**config.mk**
```make
export PLATFORM = sky130hd
export DESIGN_NAME = double_ended_queue_core
export DESIGN_NICKNAME = d
export VERILOG_FILES = /design/src/rtl/dq_pkg.sv /design/src/rtl/dq_ram.sv /design/src/rtl/dq_ctrl.sv /design/src/rtl/dq_dpath.sv /design/src/rtl/double_ended_queue_core.sv
export SDC_FILE = /design/constraint.sdc
export NUM_CORES = 1
export LEC_CHECK = 0
export ABC_AREA = 1
export BUFFER_PORTS_ARGS = -buffer_cell sky130_fd_sc_hd__buf_2
export CELL_PAD_IN_SITES_DETAIL_PLACEMENT = 1
export CELL_PAD_IN_SITES_GLOBAL_PLACEMENT = 1
export CORE_ASPECT_RATIO = 0.5
export CORE_MARGIN = 1.5
export CORE_UTILIZATION = 54
export DETAILED_ROUTE_END_ITERATION = 10
export PLACE_DENSITY = 0.85
export SYNTH_ARGS = -nofsm -noshare
export SYNTH_HDL_FRONTEND = slang
export SYNTH_SLANG_ARGS = --single-unit
```
**constraint.sdc**
```tcl
create_clock -name i_clk -period 6.8 [get_ports i_clk]
set_input_delay 1.36 -clock i_clk [delete_from_list [all_inputs] [get_ports i_clk]]
set_output_delay 1.36 -clock i_clk [all_outputs]
set_load 0.1 [all_outputs]
```
**src/rtl/dq_pkg.sv**
```systemverilog
// Shared types and constants for the double-ended queue.
`default_nettype none

package dq_pkg;

    // Slot count is a power of two so pointers wrap by truncation.
    localparam int ADDR_W   = 4;
    localparam int DEPTH    = 1 << ADDR_W;
    localparam int CNT_W    = ADDR_W + 1;
    localparam int DATA_W   = 32;
    localparam int ACT_W    = 2;
    localparam int ST_W     = 2;
    localparam int OUT_TDATA_W = ((DATA_W + CNT_W + 7) / 8) * 8;

    typedef enum logic [ACT_W-1:0] {
        ACT_PUSH_FRONT = 2'd0,
        ACT_PUSH_REAR  = 2'd1,
        ACT_POP_FRONT  = 2'd2,
        ACT_POP_REAR   = 2'd3
    } t_action;

    typedef enum logic [ST_W-1:0] {
        ST_OK    = 2'd0,
        ST_EMPTY = 2'd1,
        ST_FULL  = 2'd2
    } t_status;

    typedef enum logic {
        S_IDLE,
        S_READ
    } t_state;

    // Controller to datapath.
    typedef struct packed {
        logic take;     // word accepted this cycle
        logic load_rd;  // RAM read data valid, capture into result
    } t_dq_cmd;

    // Datapath to controller.
    typedef struct packed {
        logic needs_read;  // current input is a pop on a non-empty queue
        logic full;
        logic empty;
    } t_dq_stat;

endpackage

`default_nettype wire

```
**src/rtl/dq_ram.sv**
```systemverilog
// Generic single-write, single-read RAM with registered read data.
`default_nettype none

module dq_ram #(
    parameter int WIDTH = 32,
    parameter int DEPTH = 16
) (
    input  wire logic                     i_clk,
    input  wire logic                     i_we,
    input  wire logic [$clog2(DEPTH)-1:0] i_waddr,
    input  wire logic [WIDTH-1:0]         i_wdata,
    input  wire logic                     i_re,
    input  wire logic [$clog2(DEPTH)-1:0] i_raddr,
    output logic      [WIDTH-1:0]         o_rdata
);

    logic [WIDTH-1:0] r_mem [DEPTH];
    logic [WIDTH-1:0] r_rdata;

    always_ff @(posedge i_clk) begin
        if (i_we) begin
            r_mem[i_waddr] <= i_wdata;
        end
        if (i_re) begin
            r_rdata <= r_mem[i_raddr];
        end
    end

    assign o_rdata = r_rdata;

endmodule

`default_nettype wire

```
**src/rtl/dq_ctrl.sv**
```systemverilog
// Controller: handshake, result-valid flag and pop read sequencing.
`default_nettype none

module dq_ctrl (
    input  wire logic            i_clk,
    input  wire logic            i_rst_n,
    input  wire logic            i_s_tvalid,
    input  wire logic            i_m_tready,
    input  wire dq_pkg::t_dq_stat i_stat,
    output logic                 o_s_tready,
    output logic                 o_m_tvalid,
    output dq_pkg::t_dq_cmd      o_cmd,
    output dq_pkg::t_state       o_state
);

    dq_pkg::t_state r_state, n_state;
    logic           r_out_valid, n_out_valid;
    logic           s_tready;
    dq_pkg::t_dq_cmd cmd;

    // Outputs
    always_comb begin
        s_tready    = 1'b0;
        cmd.take    = 1'b0;
        cmd.load_rd = 1'b0;
        case (r_state)
            dq_pkg::S_IDLE: begin
                s_tready = !r_out_valid || i_m_tready;
                cmd.take = i_s_tvalid && s_tready;
            end
            dq_pkg::S_READ: begin
                cmd.load_rd = 1'b1;
            end
            default: begin
                s_tready = 1'b0;
            end
        endcase
    end

    // Next state
    always_comb begin
        n_state = r_state;
        case (r_state)
            dq_pkg::S_IDLE: begin
                if (cmd.take && i_stat.needs_read) begin
                    n_state = dq_pkg::S_READ;
                end
            end
            dq_pkg::S_READ: begin
                n_state = dq_pkg::S_IDLE;
            end
            default: begin
                n_state = dq_pkg::S_IDLE;
            end
        endcase
    end

    // Result valid flag
    always_comb begin
        n_out_valid = r_out_valid;
        if ((cmd.take && !i_stat.needs_read) || cmd.load_rd) begin
            n_out_valid = 1'b1;
        end else if (r_out_valid && i_m_tready) begin
            n_out_valid = 1'b0;
        end
    end

    always_ff @(posedge i_clk) begin
        if (!i_rst_n) begin
            r_state     <= dq_pkg::S_IDLE;
            r_out_valid <= 1'b0;
        end else begin
            r_state     <= n_state;
            r_out_valid <= n_out_valid;
        end
    end

    assign o_s_tready = s_tready;
    assign o_m_tvalid = r_out_valid;
    assign o_cmd      = cmd;
    assign o_state    = r_state;

endmodule

`default_nettype wire

```
**src/rtl/dq_dpath.sv**
```systemverilog
// Datapath: head pointer, count, slot RAM and result registers.
`default_nettype none

module dq_dpath (
    input  wire logic                        i_clk,
    input  wire logic                        i_rst_n,
    input  wire dq_pkg::t_dq_cmd             i_cmd,
    input  wire dq_pkg::t_action             i_action,
    input  wire logic [dq_pkg::DATA_W-1:0]   i_value,
    output dq_pkg::t_dq_stat                 o_stat,
    output dq_pkg::t_status                  o_status,
    output logic      [dq_pkg::DATA_W-1:0]   o_popped,
    output logic      [dq_pkg::CNT_W-1:0]    o_occ
);

    logic [dq_pkg::ADDR_W-1:0] r_head, n_head;
    logic [dq_pkg::CNT_W-1:0]  r_count, n_count;

    dq_pkg::t_status           r_status, n_status;
    logic [dq_pkg::DATA_W-1:0] r_popped;
    logic [dq_pkg::CNT_W-1:0]  r_occ;

    logic                      full, empty, needs_read;
    logic                      we, re;
    logic [dq_pkg::ADDR_W-1:0] waddr, raddr, tail;
    logic [dq_pkg::DATA_W-1:0] rdata;

    assign full  = r_count[dq_pkg::ADDR_W];
    assign empty = (r_count == '0);
    // slot just past the rear word
    assign tail  = r_head + r_count[dq_pkg::ADDR_W-1:0];

    always_comb begin
        n_head     = r_head;
        n_count    = r_count;
        n_status   = dq_pkg::ST_OK;
        needs_read = 1'b0;
        we         = 1'b0;
        waddr      = tail;
        raddr      = r_head;
        case (i_action)
            dq_pkg::ACT_PUSH_FRONT: begin
                if (full) begin
                    n_status = dq_pkg::ST_FULL;
                end else begin
                    n_head  = r_head - dq_pkg::ADDR_W'(1);
                    waddr   = r_head - dq_pkg::ADDR_W'(1);
                    we      = 1'b1;
                    n_count = r_count + dq_pkg::CNT_W'(1);
                end
            end
            dq_pkg::ACT_PUSH_REAR: begin
                if (full) begin
                    n_status = dq_pkg::ST_FULL;
                end else begin
                    waddr   = tail;
                    we      = 1'b1;
                    n_count = r_count + dq_pkg::CNT_W'(1);
                end
            end
            dq_pkg::ACT_POP_FRONT: begin
                if (empty) begin
                    n_status = dq_pkg::ST_EMPTY;
                end else begin
                    raddr      = r_head;
                    needs_read = 1'b1;
                    n_head     = r_head + dq_pkg::ADDR_W'(1);
                    n_count    = r_count - dq_pkg::CNT_W'(1);
                end
            end
            dq_pkg::ACT_POP_REAR: begin
                if (empty) begin
                    n_status = dq_pkg::ST_EMPTY;
                end else begin
                    raddr      = tail - dq_pkg::ADDR_W'(1);
                    needs_read = 1'b1;
                    n_count    = r_count - dq_pkg::CNT_W'(1);
                end
            end
            default: begin
                n_status = dq_pkg::ST_OK;
            end
        endcase
    end

    assign re = i_cmd.take && needs_read;

    dq_ram #(
        .WIDTH (dq_pkg::DATA_W),
        .DEPTH (dq_pkg::DEPTH)
    ) u_ram (
        .i_clk   (i_clk),
        .i_we    (i_cmd.take && we),
        .i_waddr (waddr),
        .i_wdata (i_value),
        .i_re    (re),
        .i_raddr (raddr),
        .o_rdata (rdata)
    );

    always_ff @(posedge i_clk) begin
        if (!i_rst_n) begin
            r_head  <= '0;
            r_count <= '0;
        end else if (i_cmd.take) begin
            r_head  <= n_head;
            r_count <= n_count;
        end
    end

    // result payload, no reset
    always_ff @(posedge i_clk) begin
        if (i_cmd.take) begin
            r_status <= n_status;
            r_occ    <= n_count;
            r_popped <= '0;
        end else if (i_cmd.load_rd) begin
            r_popped <= rdata;
        end
    end

    assign o_stat.needs_read = needs_read;
    assign o_stat.full       = full;
    assign o_stat.empty      = empty;
    assign o_status          = r_status;
    assign o_popped          = r_popped;
    assign o_occ             = r_occ;

endmodule

`default_nettype wire

```
**src/rtl/double_ended_queue_core.sv**
```systemverilog
// Top level of the double-ended queue: controller, datapath and checks.
`default_nettype none

// Channel  Dir  tdata (low bit up)                          tuser
// s        in   value[31:0]                                 action[1:0]
// m        out  popped_value[31:0], occupancy[36:32],       status[1:0]
//               zero pad [39:37]
//
// For push words (and any rejected operation) the result is registered at the
// accept edge. A successful pop reads the slot RAM's registered read port,
// then S_READ captures it into the result; no word is accepted meanwhile.
// A new word is accepted while a finished result is being taken on m.
// Synchronous active-low reset clears head and count; slot contents are
// not cleared, a slot is only read after a push wrote it.
// A stalled result (m_tready low) holds and blocks new words once held.

module double_ended_queue_core (
    input  wire logic                            i_clk,
    input  wire logic                            i_rst_n,
    // slave side
    input  wire logic                            i_s_tvalid,
    output logic                                 o_s_tready,
    input  wire logic [dq_pkg::DATA_W-1:0]       i_s_tdata,  // value
    input  wire logic [dq_pkg::ACT_W-1:0]        i_s_tuser,  // action
    // master side
    output logic                                 o_m_tvalid,
    input  wire logic                            i_m_tready,
    output logic      [dq_pkg::OUT_TDATA_W-1:0]  o_m_tdata,  // popped_value, occupancy
    output logic      [dq_pkg::ST_W-1:0]         o_m_tuser   // status
);

    dq_pkg::t_dq_cmd           cmd;
    dq_pkg::t_dq_stat          stat;
    dq_pkg::t_state            state;
    dq_pkg::t_status           status;
    logic [dq_pkg::DATA_W-1:0] popped;
    logic [dq_pkg::CNT_W-1:0]  occ;

    dq_ctrl u_ctrl (
        .i_clk      (i_clk),
        .i_rst_n    (i_rst_n),
        .i_s_tvalid (i_s_tvalid),
        .i_m_tready (i_m_tready),
        .i_stat     (stat),
        .o_s_tready (o_s_tready),
        .o_m_tvalid (o_m_tvalid),
        .o_cmd      (cmd),
        .o_state    (state)
    );

    dq_dpath u_dpath (
        .i_clk    (i_clk),
        .i_rst_n  (i_rst_n),
        .i_cmd    (cmd),
        .i_action (dq_pkg::t_action'(i_s_tuser)),
        .i_value  (i_s_tdata),
        .o_stat   (stat),
        .o_status (status),
        .o_popped (popped),
        .o_occ    (occ)
    );

    assign o_m_tuser = status;
    assign o_m_tdata = {
        (dq_pkg::OUT_TDATA_W - dq_pkg::DATA_W - dq_pkg::CNT_W)'(0), occ, popped
    };

    // A successful pop passes through S_READ, with no result shown there, before its result shows.
    a_pop_latency: assert property (@(posedge i_clk) disable iff (!i_rst_n)
        (cmd.take && stat.needs_read) |=> (!o_m_tvalid && state == dq_pkg::S_READ)
            ##1 o_m_tvalid)
        else $error("pop result timing broken");

    // Any other accepted word has its result at the next edge.
    a_fast_result: assert property (@(posedge i_clk) disable iff (!i_rst_n)
        (cmd.take && !stat.needs_read) |=> o_m_tvalid)
        else $error("result missing after accept");

    // A full rejection reports full occupancy, an empty one reports zero.
    a_full_occ: assert property (@(posedge i_clk) disable iff (!i_rst_n)
        (o_m_tvalid && status == dq_pkg::ST_FULL) |-> occ == dq_pkg::CNT_W'(dq_pkg::DEPTH))
        else $error("full status with wrong occupancy");

    a_empty_occ: assert property (@(posedge i_clk) disable iff (!i_rst_n)
        (o_m_tvalid && status == dq_pkg::ST_EMPTY) |-> (occ == '0 && popped == '0))
        else $error("empty status with stored words or data");

    // While full, the queue is not empty and the occupancy never passes the slot count.
    a_count_bound: assert property (@(posedge i_clk) disable iff (!i_rst_n)
        stat.full |-> !stat.empty && occ <= dq_pkg::CNT_W'(dq_pkg::DEPTH))
        else $error("count out of range");

endmodule

`default_nettype wire
```
==> results.yml <==
worst_setup_path:
  worst-path-stages: 11
  critPathCaptureType: "flop"
  critPathBufInv: 5
  crit_arrival_ns: 4.21
  cpPeakStageDelay_ns: 0.83
  crit_family: "simple AND/OR/NAND/NOR gates"
  cp_cell_sequence: "buf_2 -> nor2_1 -> inv_1 -> nor2_1 -> inv_1 -> nand2_1 -> o21ai_0 -> inv_1 -> nand3_1 -> nor2_4 -> buf_4"
  crit_path_frequent_cell: "inv_1"
  ff2ff_path_depth: 14
  reg2reg_from: "u_dpath.r_count[1]"
  path_class: "input port to flop"
  start_kind: "input port"
  cp_data_required_time_ns: 7.03
  crit_slowest_cell: "nor2_4"
  path_max_fanout: 17
  crit_start: "i_s_tuser[1]"
clock_tree:
  cts_setup_buffers: 0
  cts_tree: "done"
  tritoncts.num_buffers: 52
  ctsHoldBuffers: 0
  cts_max_path_buffers: 3
  htreeDepth: 2
  cts_sinks: 594
  root_buffer: "clkbuf_16"
  ctsResizeCount: 0
  insertion_delay_ns: 0.61
  path_clk_slew_ns: 0.07
final_layout:
  regArea_um2: 17410
  fin_util: 0.6055
  fillers: 5062
  multiInputGateArea_um2: 6028
  nNetsFinal: 2591
  finalNonFillerCells: 3225
  final_layout_size_suffix_gt1_frac: 0.09435
  area_growth_pct: 9.617
power_and_ir_drop:
  peakVddDrop_mv: 0.1952
  power.density_nw_per_um2: 299.0
  cellLeakagePower_nw: 12.47
logic_synthesis:
  ys_seq_area_frac: 0.6663
  yosysMostFrequentCell: "nand3_1"
  yosys_warnings: 0
  synthTopCellsByArea: "edfxtp_1 (63%), nand3_1 (12%), inv_1 (8.3%), nand2_1 (6.5%), dfxtp_1 (3.3%)"
  synth_area_um2: 26120
  synth_edf_count: 551
  yosys.area.top_type: "edfxtp_1"
  synthTopCellsByCount: "nand3_1 (624), inv_1 (579), edfxtp_1 (551)"
  post-synth-top-area-fraction: 0.6334
  syn_avg_cell_area_um2: 10.40
  ys_types: 36
  synth-seq-cells: 594
  async_reset_ff_frac: 0
  synth_flop_cell: "edfxtp_1"
  synth_cells: 2513
timing:
  slew_headroom: 0.1367
  finalClockSkew_ns: 0.02165
  fin_tns_setup_ns: 0
  tightest_slew_ns: 1.292
  postLayoutSetupSlackWorst_ns: 2.825
  rsz0062_at_grt: "false"
  finalCritPeriodShare: 0.5845
  setup_viol: 0
  hold_violations: 0
  fmax_mhz: 251.6
  whs_ns: 0.5672
  fin_crit_ns: 3.975
  report.final.slew_viol_count: 0
floorplan:
  die_h_um: 158.5
  core_region_area_um2: 47300
  rows: 56
  dieArea_um2: 49790
  die_w_um: 314.1
  start_util: 0.5524
  ios: 82
placed_design:
  post-place-ws_ns: 2.280
  portBuffers: 78
  globalplace.congestion: 0.7947
  dpl.hpwl_um: 43720
  dp.cells: 3127
worst_hold_path:
  min-delay-start: "u_dpath.o_popped[6]"
  holdPathStages: 3
  hold_path_class: "flop to flop"
global_route:
  antenna_found_initial: 2
  grt_max_degree: 114
  grt_pass1_vias: 19830
  grt.overflow.total: 0
  grt_pass1_wl_um: 118000
  track_usage: 0.3169
route:
  wire_per_inst_um: 24.40
  vias: 18840
  ant_nets: 0
  first_pass_iters: 5
  viasPerCell: 5.842
  routed_wirelength_um: 78700
  drc: 0
  drtIter0Drc: 1989
job:
  drv_cap: 0
outcome:
  status: "finished clean"
[final cells by class]
type	count	share of cell area
clock inverters	26	0.006510
repair buffers	106	0.02185
inverters	582	0.07629
flip-flops and latches	594	0.6079
multi-input cells	1207	0.2105
clock buffers	71	0.04898
diodes	1	0.00008739
well taps	638	0.02788
[worst register-to-register path, delay by kind of cell, from the launching register on]
family / cells / cell delay, ns
AND/OR/NAND/NOR: 10 / 2.40
adder cells (fa/ha/maj): 1 / 0.16
buffers and inverters: 3 / 0.75
flip-flops: 1 / 0.38
[layer usage]
| metal | wire length, um | global-route usage |
|---|---|---|
| met1 | 31110 | 0.4062 |
| met2 | 38890 | 0.5487 |
| met3 | 6370 | 0.05314 |
| met4 | 2320 | 0.1148 |
| met5 | 13 | 0 |
[through the flow]
stage          cell area (um^2)  power, W
2_1_floorplan             26130  0.005219
3_3_place_gp              27040  0.005607
3_5_place_dp              27040  0.005693
4_1_cts                   28630  0.008549
5_1_grt                   28630  0.008789
6_report                  28640  0.008563
[where the power goes]
part,internal (W),switching [W]
clock,0.00153,0.00138
combinational,0.000350,0.00113
sequential,0.00412,0.0000536
total,0.00600,0.00257
[registers in the layout (all words and copies together), names as in the netlist]
signal / cells
u_dpath.u_ram.r_mem: 512
u_dpath.o_popped: 32
u_dpath.u_ram.o_rdata: 32
u_dpath.o_occ: 5
u_dpath.r_count: 5
u_dpath.r_head: 4
u_dpath.o_status: 2
u_ctrl.o_m_tvalid: 1
u_ctrl.o_state: 1
[cells by family (layout without fill, tap and decap cells)]
logic type / after synthesis / in the layout / synth area share
other cells: 1 / 4 / 0.0001435
flops: 594 / 594 / 0.6663
buf+inv: 714 / 785 / 0.1105
mux: 32 / 32 / 0.01379
xor+xnor: 8 / 8 / 0.002682
simple gates: 1115 / 1115 / 0.1932
fa+ha+maj: 10 / 10 / 0.005077
compound gates: 39 / 39 / 0.008239
[path summary, 6_finish.rpt]
check | to | slack (ns)
worst max-delay path | u_dpath.u_ram.r_mem[12][21] | 2.83
worst min register to register | u_dpath.o_popped[6] | 0.57
worst min-delay path | u_dpath.o_popped[6] | 0.57
worst max register to register | u_dpath.u_ram.o_rdata[1] | 2.88
[placed cells by master (no fill, tap or decap), drive strengths merged]
master  count
o22ai       1
dfxtp      43
xnor2       4
a21o        1
clkinv     22
ha          9
o21ai      20
a31oi       1
nor2       28
nor3        1
nand3b      1
clkbuf     71
o221ai      1
a41oi       1
fa          1
edfxtp    551
nand2     456
diode       1
nand4       1
inv       584
mux2       32
or2         2
buf       106
a21oi      14
xor2        4
nand3     626
conb        3
bufinv      2
(Power assumes the default switching activity.)
